===== config.mk =====
export PLATFORM = sky130hd
export DESIGN_NAME = k_nearest_neighbour_insert
export DESIGN_NICKNAME = d
export VERILOG_FILES = /design/src/hw/rtl/knni_pkg.sv /design/src/hw/rtl/knni_dist_sq.sv /design/src/hw/rtl/k_nearest_neighbour_insert.sv
export SDC_FILE = /design/constraint.sdc
export NUM_CORES = 2
export LEC_CHECK = 0
export BUFFER_PORTS_ARGS = -buffer_cell sky130_fd_sc_hd__buf_2
export CORE_MARGIN = 1.5
export CORE_UTILIZATION = 35
export CTS_CLUSTER_SIZE = 12
export DETAILED_ROUTE_END_ITERATION = 10
export PLACE_DENSITY = 0.59
export SYNTH_ARGS = -nofsm -noshare
export SYNTH_HDL_FRONTEND = slang
export SYNTH_SLANG_ARGS = --single-unit
export TNS_END_PERCENT = 1

===== constraint.sdc =====
create_clock -name clk_i -period 8.5 [get_ports clk_i]
set_input_delay 1.7 -clock clk_i [delete_from_list [all_inputs] [get_ports clk_i]]
set_output_delay 1.7 -clock clk_i [all_outputs]
set_load 0.005 [all_outputs]

===== src/hw/rtl/knni_pkg.sv =====
// shared types and constants for the k-nearest-neighbour insertion block
// no dependencies; imported by knni_dist_sq, k_nearest_neighbour_insert, knn_list_checker and the testbench
package knni_pkg;

  localparam int unsigned MaxKeptDefault = 16;

  localparam int unsigned CoordW   = 16;
  localparam int unsigned IdW      = 16;
  localparam int unsigned DistW    = 33;
  localparam int unsigned CountW   = 5;
  localparam int unsigned ReqW     = 2;
  localparam int unsigned CfgIdxW  = 1;
  localparam int unsigned CfgDataW = 33;
  localparam int unsigned InDataW  = 48;
  localparam int unsigned OutDataW = 88;

  localparam logic [CountW-1:0] MaxNeighboursReset = 5'd10;
  localparam logic [DistW-1:0]  SearchRangeReset   = 33'd225;

  typedef enum logic [ReqW-1:0] {
    REQ_BEGIN  = 2'd0,
    REQ_OFFER  = 2'd1,
    REQ_FINISH = 2'd2
  } req_type_e;

  typedef enum logic [CfgIdxW-1:0] {
    CFG_MAX_NEIGHBOURS = 1'b0,
    CFG_SEARCH_RANGE   = 1'b1
  } cfg_idx_e;

  typedef enum logic [3:0] {
    ST_IDLE,
    ST_DIST,
    ST_CHECK,
    ST_RD,
    ST_CMP,
    ST_PLACE,
    ST_RREAD,
    ST_RSET,
    ST_RESP,
    ST_ERD,
    ST_EOUT
  } knn_state_e;

  typedef enum logic [1:0] {
    DSQ_IDLE,
    DSQ_SQ_X,
    DSQ_SQ_Y,
    DSQ_SUM
  } dsq_phase_e;

  typedef struct packed {
    logic                     start;
    logic signed [CoordW-1:0] qx;
    logic signed [CoordW-1:0] qy;
    logic signed [CoordW-1:0] cx;
    logic signed [CoordW-1:0] cy;
  } dsq_req_t;

  typedef struct packed {
    logic             done;
    logic [DistW-1:0] dist_sq;
  } dsq_rsp_t;

endpackage


===== src/hw/rtl/knni_dist_sq.sv =====
// squared distance unit: one shared 17x17 multiplier used for dx then dy
// depends on knni_pkg
module knni_dist_sq (
  input  logic             clk_i,
  input  logic             rst_ni,
  input  knni_pkg::dsq_req_t req_i,
  output knni_pkg::dsq_rsp_t rsp_o
);
  import knni_pkg::*;

  localparam int unsigned DiffW = CoordW + 1;
  localparam int unsigned SqW   = 2 * CoordW;

  dsq_phase_e phase_q, phase_d;
  logic done_q;

  logic signed [DiffW-1:0]   dx_q, dy_q;
  logic signed [DiffW-1:0]   mul_op;
  logic signed [2*DiffW-1:0] mul_prod;
  logic [SqW-1:0]            sq_x_q, sq_y_q;
  logic [DistW-1:0]          dist_q;

  // one multiplier, operand picked by phase
  assign mul_op   = (phase_q == DSQ_SQ_Y) ? dy_q : dx_q;
  assign mul_prod = mul_op * mul_op;

  always_comb begin
    phase_d = phase_q;
    unique case (phase_q)
      DSQ_IDLE: if (req_i.start) phase_d = DSQ_SQ_X;
      DSQ_SQ_X: phase_d = DSQ_SQ_Y;
      DSQ_SQ_Y: phase_d = DSQ_SUM;
      DSQ_SUM:  phase_d = DSQ_IDLE;
      default:  phase_d = DSQ_IDLE;
    endcase
  end

  always_ff @(posedge clk_i or negedge rst_ni) begin
    if (!rst_ni) begin
      phase_q <= DSQ_IDLE;
      done_q  <= 1'b0;
    end else begin
      phase_q <= phase_d;
      done_q  <= (phase_q == DSQ_SUM);
    end
  end

  always_ff @(posedge clk_i) begin
    if (phase_q == DSQ_IDLE && req_i.start) begin
      dx_q <= DiffW'(req_i.qx) - DiffW'(req_i.cx);
      dy_q <= DiffW'(req_i.qy) - DiffW'(req_i.cy);
    end
    // squares of 17-bit differences stay below 2^32
    if (phase_q == DSQ_SQ_X) sq_x_q <= mul_prod[SqW-1:0];
    if (phase_q == DSQ_SQ_Y) sq_y_q <= mul_prod[SqW-1:0];
    if (phase_q == DSQ_SUM)  dist_q <= DistW'(sq_x_q) + DistW'(sq_y_q);
  end

  assign rsp_o.done    = done_q;
  assign rsp_o.dist_sq = dist_q;

endmodule


===== src/hw/rtl/k_nearest_neighbour_insert.sv =====
// k-nearest-neighbour list with ordered insertion, top level
// depends on knni_pkg and knni_dist_sq
//
// channel   dir  handshake                  contents
// s_axis    in   s_axis_tvalid/tready        request: kind in tuser, point and id in tdata
// m_axis    out  m_axis_tvalid/tready        status or list entry, tlast on final one
// cfg       in   cfg_we_i (no wait)          capacity / initial search range
//
// a begin or an offer with the query id gives one status result; a finish
// emits each kept entry in turn, or a status result when the list is empty;
// any other offer runs the distance unit and the range check and, if kept,
// list compares (at most one more than the entries shifted down), the place
// write and, if the list is full, a range reload; the distance unit has one
// shared multiplier; a compare reads the list memory and writes on a shift
// reset clears query state, count and range; the list memory is not cleared
// input is not ready until the last result of the current request is taken
module k_nearest_neighbour_insert #(
  parameter int unsigned MAX_KEPT = knni_pkg::MaxKeptDefault
) (
  input  logic                          clk_i,
  input  logic                          rst_ni,
  // configuration write port
  input  logic                          cfg_we_i,
  input  logic [knni_pkg::CfgIdxW-1:0]  cfg_idx_i,
  input  logic [knni_pkg::CfgDataW-1:0] cfg_data_i,
  // request stream
  input  logic                          s_axis_tvalid,
  output logic                          s_axis_tready,
  input  logic [knni_pkg::InDataW-1:0]  s_axis_tdata,  // pos_x, pos_y, agent_id
  input  logic [knni_pkg::ReqW-1:0]     s_axis_tuser,  // req_type
  // result stream
  output logic                          m_axis_tvalid,
  input  logic                          m_axis_tready,
  output logic [knni_pkg::OutDataW-1:0] m_axis_tdata,  // entry_id, entry_dist_sq,
                                                       // kept_count, range_now, pad
  output logic                          m_axis_tlast   // last
);
  import knni_pkg::*;

  localparam int unsigned CntW  = $clog2(MAX_KEPT + 1);
  localparam int unsigned IdxW  = (MAX_KEPT > 1) ? $clog2(MAX_KEPT) : 1;
  localparam int unsigned CapW  = (CntW > CountW) ? CntW : CountW;
  localparam int unsigned EntW  = DistW + IdW;
  localparam int unsigned PadW  = OutDataW - (IdW + DistW + CountW + DistW);
  localparam logic [CapW-1:0] MaxKeptC = CapW'(MAX_KEPT);

  // request fields
  req_type_e                req_type;
  logic signed [CoordW-1:0] in_x, in_y;
  logic [IdW-1:0]           in_id;

  assign req_type = req_type_e'(s_axis_tuser);
  assign in_x     = s_axis_tdata[CoordW-1:0];
  assign in_y     = s_axis_tdata[2*CoordW-1:CoordW];
  assign in_id    = s_axis_tdata[2*CoordW+IdW-1:2*CoordW];

  // control state
  knn_state_e state_q, state_d;
  logic [CountW-1:0]        max_nb_q;
  logic [DistW-1:0]         search_q;
  logic signed [CoordW-1:0] query_x_q, query_y_q;
  logic [IdW-1:0]           query_id_q;
  logic [DistW-1:0]         range_q;
  logic [CntW-1:0]          count_q;
  logic [IdxW-1:0]          idx_q;   // insertion slot while shifting
  logic [IdxW-1:0]          k_q;     // emit position

  // payload
  logic [IdW-1:0] cand_id_q;
  logic [EntW-1:0] rd_q;
  logic [DistW-1:0] rd_dist;
  logic [IdW-1:0]   rd_id;

  // list memory, one write and one registered read per cycle
  logic [EntW-1:0] list_mem [MAX_KEPT];
  logic            mem_we, mem_re;
  logic [IdxW-1:0] mem_waddr, mem_raddr;
  logic [EntW-1:0] mem_wdata;

  dsq_req_t dsq_req;
  dsq_rsp_t dsq_rsp;

  // derived control
  logic [CapW-1:0] mn_ext;
  logic [CntW-1:0] cap;
  logic [CntW-1:0] new_count;
  logic            take, shift, emit_last, cand_same;

  assign rd_dist = rd_q[EntW-1:IdW];
  assign rd_id   = rd_q[IdW-1:0];

  // capacity saturates at the storage depth
  assign mn_ext    = CapW'(max_nb_q);
  assign cap       = (mn_ext > MaxKeptC) ? CntW'(MaxKeptC) : CntW'(mn_ext);
  assign new_count = (count_q < cap) ? count_q + 1'b1 : count_q;
  // strictly inside the range and room for at least one entry
  assign take      = (dsq_rsp.dist_sq < range_q) && (new_count != '0);
  assign shift     = (dsq_rsp.dist_sq < rd_dist);
  assign emit_last = ((CntW'(k_q) + 1'b1) == count_q);
  assign cand_same = (in_id == query_id_q);

  knni_dist_sq u_dist (
    .clk_i  (clk_i),
    .rst_ni (rst_ni),
    .req_i  (dsq_req),
    .rsp_o  (dsq_rsp)
  );

  // next state
  always_comb begin
    state_d = state_q;
    unique case (state_q)
      ST_IDLE: begin
        if (s_axis_tvalid) begin
          case (req_type)
            REQ_BEGIN:  state_d = ST_RESP;
            REQ_OFFER:  state_d = cand_same ? ST_RESP : ST_DIST;
            REQ_FINISH: state_d = (count_q != '0) ? ST_ERD : ST_RESP;
            default:    state_d = ST_RESP;
          endcase
        end
      end
      ST_DIST:  if (dsq_rsp.done) state_d = ST_CHECK;
      ST_CHECK: begin
        if (!take)                    state_d = ST_RESP;
        else if (new_count == CntW'(1)) state_d = ST_PLACE;
        else                          state_d = ST_RD;
      end
      ST_RD:    state_d = ST_CMP;
      ST_CMP: begin
        if (shift && idx_q != IdxW'(1)) state_d = ST_RD;
        else                          state_d = ST_PLACE;
      end
      ST_PLACE: state_d = (count_q == cap) ? ST_RREAD : ST_RESP;
      ST_RREAD: state_d = ST_RSET;
      ST_RSET:  state_d = ST_RESP;
      ST_RESP:  if (m_axis_tready) state_d = ST_IDLE;
      ST_ERD:   state_d = ST_EOUT;
      ST_EOUT: begin
        if (m_axis_tready) state_d = emit_last ? ST_IDLE : ST_ERD;
      end
      default:  state_d = ST_IDLE;
    endcase
  end

  // outputs of the sequencer
  always_comb begin
    s_axis_tready = (state_q == ST_IDLE);
    m_axis_tvalid = (state_q == ST_RESP) || (state_q == ST_EOUT);

    dsq_req.start = (state_q == ST_IDLE) && s_axis_tvalid &&
                    (req_type == REQ_OFFER) && !cand_same;
    dsq_req.qx    = query_x_q;
    dsq_req.qy    = query_y_q;
    dsq_req.cx    = in_x;
    dsq_req.cy    = in_y;

    mem_re    = 1'b0;
    mem_raddr = k_q;
    mem_we    = 1'b0;
    mem_waddr = idx_q;
    mem_wdata = rd_q;
    unique case (state_q)
      ST_RD: begin
        mem_re    = 1'b1;
        mem_raddr = idx_q - 1'b1;
      end
      ST_CMP: begin
        // move the neighbour above down one slot
        mem_we = shift;
      end
      ST_PLACE: begin
        mem_we    = 1'b1;
        mem_wdata = {dsq_rsp.dist_sq, cand_id_q};
      end
      ST_RREAD: begin
        // worst kept entry becomes the new range
        mem_re    = 1'b1;
        mem_raddr = IdxW'(count_q - 1'b1);
      end
      ST_ERD: begin
        mem_re    = 1'b1;
        mem_raddr = k_q;
      end
      default: ;
    endcase
  end

  // result fields: entry fields are zero on a status result
  always_comb begin
    if (state_q == ST_EOUT) begin
      m_axis_tdata = {PadW'(0), range_q, CountW'(count_q), rd_dist, rd_id};
      m_axis_tlast = emit_last;
    end else begin
      m_axis_tdata = {PadW'(0), range_q, CountW'(count_q), DistW'(0), IdW'(0)};
      m_axis_tlast = 1'b1;
    end
  end

  always_ff @(posedge clk_i or negedge rst_ni) begin
    if (!rst_ni) begin
      state_q    <= ST_IDLE;
      max_nb_q   <= MaxNeighboursReset;
      search_q   <= SearchRangeReset;
      query_x_q  <= '0;
      query_y_q  <= '0;
      query_id_q <= '0;
      range_q    <= '0;
      count_q    <= '0;
      idx_q      <= '0;
      k_q        <= '0;
    end else begin
      state_q <= state_d;

      if (cfg_we_i) begin
        unique case (cfg_idx_e'(cfg_idx_i))
          CFG_MAX_NEIGHBOURS: max_nb_q <= cfg_data_i[CountW-1:0];
          CFG_SEARCH_RANGE:   search_q <= cfg_data_i[DistW-1:0];
          default: ;
        endcase
      end

      case (state_q)
        ST_IDLE: begin
          if (s_axis_tvalid && req_type == REQ_BEGIN) begin
            query_x_q  <= in_x;
            query_y_q  <= in_y;
            query_id_q <= in_id;
            count_q    <= '0;
            range_q    <= search_q;
          end
          if (s_axis_tvalid && req_type == REQ_FINISH) k_q <= '0;
        end
        ST_CHECK: begin
          if (take) begin
            count_q <= new_count;
            idx_q   <= IdxW'(new_count - 1'b1);
          end
        end
        ST_CMP:  if (shift) idx_q <= idx_q - 1'b1;
        ST_RSET: range_q <= rd_dist;
        ST_EOUT: if (m_axis_tready && !emit_last) k_q <= k_q + 1'b1;
        default: ;
      endcase
    end
  end

  always_ff @(posedge clk_i) begin
    if (state_q == ST_IDLE && s_axis_tvalid) cand_id_q <= in_id;
  end

  always_ff @(posedge clk_i) begin
    if (mem_we) list_mem[mem_waddr] <= mem_wdata;
  end

  always_ff @(posedge clk_i) begin
    if (mem_re) rd_q <= list_mem[mem_raddr];
  end

endmodule


# After elaboration in Yosys (flattened, before gate mapping)
# Memory sizes are Yosys's and may differ from the RTL's. A register that Yosys moved wholly into a read port is not among the register bits.
# Index checks and enable logic that the tools add are counted.
classes:
  addsub: 9
  multipliers: 1
  n_lt_le_gt_ge: 4
  eq_ne: 30
  n_mux: 37
  n_bitwise: 1
  reduce_logical: 30
ops:
  columns: ["cell", "n"]
  rows:
  - ["two-way mux 49 bit", 2]
  - ["< comparator 33 bit", 2]
  - ["one-hot mux 33 bit (2 select lines)", 1]
  - ["two-way mux 4 bit", 12]
  - ["one-hot mux 4 bit (11 select lines)", 1]
  - ["subtractor 16 x 16 -> 17 bit", 2]
  - ["adder 32 x 32 -> 33 bit", 1]
  - ["two-way mux 33 bit", 1]
  - ["multiplier 17 x 17 -> 32 bit", 1]
  - ["one-hot mux 4 bit (2 select lines)", 4]
  - ["two-way mux 5 bit", 4]
  - ["two-way mux 17 bit", 1]
  - ["== test 16 bit", 1]
  - ["== test 4 x 3 -> 1 bit, second input constant", 4]
  - ["== test 4 bit, second input constant", 3]
  - ["subtractor 4 x 1 -> 4 bit, second input constant", 3]
  - ["== test 5 bit", 2]
  - ["inequality test 2 x 1 -> 1 bit, second input constant", 5]
  - ["inequality test 2 bit, second input constant", 5]
  - ["one-hot mux 5 bit (2 select lines)", 1]
  - ["nonzero test 5 bit", 2]
  - ["logical AND 1 bit", 9]
  - ["AND reduction 3 bit", 3]
  - ["== test 4 x 2 -> 1 bit, second input constant", 2]
  - ["24 further kinds", 40]
totals:
  reg_bits: 286
  ram_bits: 784
  inputBits: 89
  out_inout_bits: 91
  elab_cells: 131
  n_memories: 1
mem_list:
  columns: ["name", "depth", "width", "rd", "rd_ports_with_merged_regs", "wr", "line_no", "text"]
  rows:
  - ["list_mem", 16, 49, 1, 1, 1, "k_nearest_neighbour_insert.sv:75", "logic [EntW-1:0] list_mem [MAX_KEPT];"]

# Depth between registers and ports, before layout
logic_depth:
  depth_word: 8
  mapped_depth: 30
  ltp_nobuf: 28

# By module
# From an unflattened synthesis, not the netlist that was laid out.
unflattened:
  cells_unflattened: 4772
  hier_area_um2: 57749.1
modules_own_cells:
  columns: ["mod", "n_inst", "cells_per_inst", "area_per_inst_um2", "seq_area_each_um2"]
  rows:
  - ["k_nearest_neighbour_insert", 1, 3209, 41557.4, 28905.2]
  - ["knni_dist_sq", 1, 1563, 16191.8, 3948.8]

# Worst setup path after synthesis
# OpenSTA, ideal clock, no wires.
synth_path:
  kind: "register to register"
  from: "register u_dist.phase_q[0]"
  to: "register u_dist.sq_x_q[30], data pin"
  setup_ps: 262
  arrival_ps: 8011
  required_time_ps: 8238
  slack_ps: 227
  stages_incl_launch_ff: 30
  path_buffers: 3
  period_less_slack_ps: 8273
  cell_sequence: "dfrtp_1 -> inv_1 -> ha_1 -> clkbuf_1 -> buf_1 -> mux2i_1 -> inv_1 -> clkbuf_1 -> nand2_1 -> fa_1 -> inv_1 -> fa_1 -> inv_1 -> fa_1 -> inv_1 -> fa_1 -> fa_1 -> inv_1 -> fa_1 -> inv_1 -> ha_1 -> nand3_1 -> o22ai_1 -> nor3_1 -> a211oi_1 -> and4_1 -> o221ai_1 -> o2111ai_1 -> a21oi_1 -> xnor2_1"
synth_between:
  elab_chain_cells: 3
synth_lines:
  columns: ["element", "line_no", "text"]
  rows:
  - ["start, declared", "knni_dist_sq.sv:14", "dsq_phase_e phase_q, phase_d;"]
  - ["start signal, assigned", "knni_dist_sq.sv:43", "phase_q <= phase_d;"]
  - ["== test 2 bit", "knni_dist_sq.sv:24", "assign mul_op = (phase_q == DSQ_SQ_Y) ? dy_q : dx_q;"]
  - ["two-way mux 17 bit", "knni_dist_sq.sv:24", null]
  - ["multiplier 17 x 17 -> 32 bit", "knni_dist_sq.sv:25", "assign mul_prod = mul_op * mul_op;"]
  - ["named net u_dist.mul_prod[30]", "knni_dist_sq.sv:19", "logic signed [2*DiffW-1:0] mul_prod;"]
  - ["end signal, assigned", "knni_dist_sq.sv:54", "if (phase_q == DSQ_SQ_X) sq_x_q <= mul_prod[SqW-1:0];"]
  - ["end, declared", "knni_dist_sq.sv:20", "logic [SqW-1:0] sq_x_q, sq_y_q;"]
# The timed path passes the listed nets, and every way through them passes these cells.
# A chain may end at the register's enable or synchronous reset.

# Worst setup path in the final report
layout_path:
  from: "register u_dist.phase_q[0]"
  to: "register u_dist.sq_y_q[30], data pin"
layout_between:
  elab_chain_cells: 3
layout_lines:
  columns: ["element", "line_no", "text"]
  rows:
  - ["== test 2 bit", "knni_dist_sq.sv:24", null]
  - ["two-way mux 17 bit", "knni_dist_sq.sv:24", null]
  - ["multiplier 17 x 17 -> 32 bit", "knni_dist_sq.sv:25", null]
  - ["named net u_dist.mul_prod[30]", "knni_dist_sq.sv:19", null]
  - ["end signal, assigned", "knni_dist_sq.sv:55", "if (phase_q == DSQ_SQ_Y) sq_y_q <= mul_prod[SqW-1:0];"]
  - ["end, declared", "knni_dist_sq.sv:20", null]
# The timed path passes the listed nets, and every way through them passes these cells.

==> results.txt <==
antenna violations before repair = 2
Buffers on Ports = 178
Synth Flop Type = edfxtp_1
DR DRC count = 0
Cell Area, Synth = 57,700 um2
CP arrival = 8190 ps
slew margin rel. = 13.8%
final wirelength = 154,000 um
worst slew pin tran = 1290 ps
cell family with most CP delay = adder cells
area grow syn2layout = 12.7%
min-delay worst type = flip-flop to flip-flop
TritonRoute pass-1 iters = 5
Post-Syn Instances = 4,701
post-synthesis sequential area ratio = 56.9%
Clock Latency Late Sink = 800 ps
Avg WL per Cell = 21.5 um
Post-Layout Cell Count = 7,126
die area = 167,000 um2
WP data required = 8970 ps
Hold-fix buffers, CTS = 0
Final min period = 7720 ps
ANT nets after route = 0
Yosys top cell by area = edfxtp_1
routability congestion estimate = 0.905
CTS resizes = 0
clock-pin slew on the worst setup and hold paths = 60 ps
RSZ-0062 raised after global routing = false
status = complete, no violations
# IOs = 180
critical path type = flip-flop to flip-flop
share of post-route cells with drive strength above 1 = 11.5%
Yosys warning count = 0
Post-Route Skew = 112 ps
Max-Cap Viols = 0
CP endpoint kind = flip-flop
Worst Setup Start Kind = flip-flop
DR iter-0 viols = 2,995
syn_nets = 5,279
ys async rst share = 12.4%
Fin. Hold Viols = 0
Post-Syn Area per Cell = 12.3 um2
final instance area = 65,000 um2
CTS tree = built
Avg Vias per Cell = 5.19
Final HPWL DP = 98,200 um
Bufs and invs on worst path = 8
proportion of netlist area held by the largest area contributor = 50.9%
post-CTS setup buffer count = 0
All-Layer GR Usage = 18.1%
die height = 409 um
Yosys cell types = 74
Remaining Overflow, GRT = 0
Final Max Slew Viols = 0
row count = 148
dominant cells by area after synthesis = edfxtp_1 51%, fa_1 8.9%, dfrtp_1 5.8%
peak fanout along the critical path = 19
worst stage delay on the critical path = 540 ps
vias in the first global route = 36,700
# diodes = 0
Post-synth top cells = 978 x edfxtp_1, 609 x nand2_1, 474 x inv_1
H-Tree Depth = 3
fmax = 129 MHz
placed inst area = 61,400 um2
Clock Tree Buf Depth = 3
# nets final = 5,436
Setup-failing EPs final = 0
Die X-Extent = 409 um
setup_tns = 0 ps
root buf cell = clkbuf_16
TritonCTS Buffers = 115
final worst path period share = 90.8%
Starting Density = 35.4%
Synth Register Bits = 1,117
placed insts = 6,916
first-pass GRT wire length = 231,000 um
Core ar. = 163,000 um2
number of synthesized flops with an enable pin = 978
via count = 37,000
number of clock sinks = 1,117
slowest cell on the critical path = fa_1
R2R Setup Slk = 780 ps
Final Core Density = 39.9%
count leader, synth = edfxtp_1
largest net degree at the start of global routing = 195
## placed cells by master (no fill, tap or decap), types with 7 or more instances in the layout
cell type and n:
nand2b_1 14, clkinv_16 7, nand3_1 38, and2_1 147
mux2_2 82, nor2b_1 21, mux2i_1 46, clkbuf_8 13
nand4_1 8, o21ai_0 117, ha_1 230, and3_1 13
a221oi_1 9, clkbuf_1 47, o22ai_1 7, and2_0 73
nor2_4 13, buf_2 177, o21a_1 13, xnor2_1 79
dfrtp_1 133, nand2_1 606, nor3_1 62, edfxtp_1 978
a21o_1 30, a21oi_1 201, clkinv_1 9, nor2_1 194
clkbuf_16 115, a311oi_1 100, fa_1 257, or3_1 7
a211oi_1 251, nor4_1 8, xor2_1 41, a31oi_1 104
inv_1 474, buf_4 90, clkinv_2 14
## metrics by stage
step | hold WS [ps] | worst slack [ps]
finish | 481 | 778
global route | 510 | 186
CTS | 487 | 775
detailed placement | 474 | 734
global placement | 467 | 881
floorplan | 422 | 227
## layout make-up
class	count	area, um2
inverter	478	1790
multi-input combinational	2873	22300
fill	15400	98100
clock buffer	175	3230
tap	2175	2720
sequential	1117	32900
timing repair buffer	273	1670
clock inverter	35	407
## tightest hold or removal path, cell delays in order (launching register included)
cell and delay, ps:
dfrtp_1 340, nand2_1 40, o21ai_0 60
## final timing paths
kind | startpoint | to | cells after the start
hold reg to reg | query_y_q[13]$_DFFE_PN0P_ | query_y_q[13]$_DFFE_PN0P_ | 2
max in group asynchronous | rst_ni | search_q[5]$_DFFE_PN1P_ | 3
setup reg to reg | u_dist.phase_q[0]$_DFFE_PN0P_ | u_dist.sq_y_q[30]$_DFFE_PP_ | 27
min in group asynchronous | rst_ni | range_q[20]$_DFFE_PN0P_ | 1
hold / removal | query_y_q[13]$_DFFE_PN0P_ | query_y_q[13]$_DFFE_PN0P_ | 2
setup / recovery | u_dist.phase_q[0]$_DFFE_PN0P_ | u_dist.sq_y_q[30]$_DFFE_PP_ | 27
## sequential cells by signal, summed over array words and instances (netlist names), 5 cells and up
| name | flops |
|---|---|
| u_dist.sq_x_q | 31 |
| max_nb_q | 5 |
| u_dist.dy_q | 17 |
| rd_q | 49 |
| u_dist.dx_q | 17 |
| u_dist.sq_y_q | 31 |
| cand_id_q | 16 |
| query_id_q | 16 |
| count_q | 5 |
| query_x_q | 16 |
| u_dist.dist_q | 33 |
| search_q | 33 |
| range_q | 33 |
| query_y_q | 16 |
| list_mem | 784 |
## kinds of logic after synthesis
group / share of synthesized area (%)
AND/OR/NAND/NOR: 9.61
multiplexers: 2.42
AO/OA/AOI/OAI: 10.5
other: 0.00650
XOR/XNOR: 1.82
buffers and inverters: 4.74
adder cells (fa/ha/maj): 13.9
flip-flops: 56.9
## metal layers
| metal | vias up | share of wire, % | global-route usage, % |
|---|---|---|---|
| li1 | 17000 | - | - |
| met1 | 18700 | 44 | 24.6 |
| met2 | 1093 | 48 | 29.9 |
| met3 | 235 | 5.7 | 2.55 |
| met4 | 0 | 2.8 | 5.68 |
| met5 | - | 0 | 0 |
Power is not shown: default switching activity piles up to over one toggle a cycle in this logic, so the estimate is an artifact.
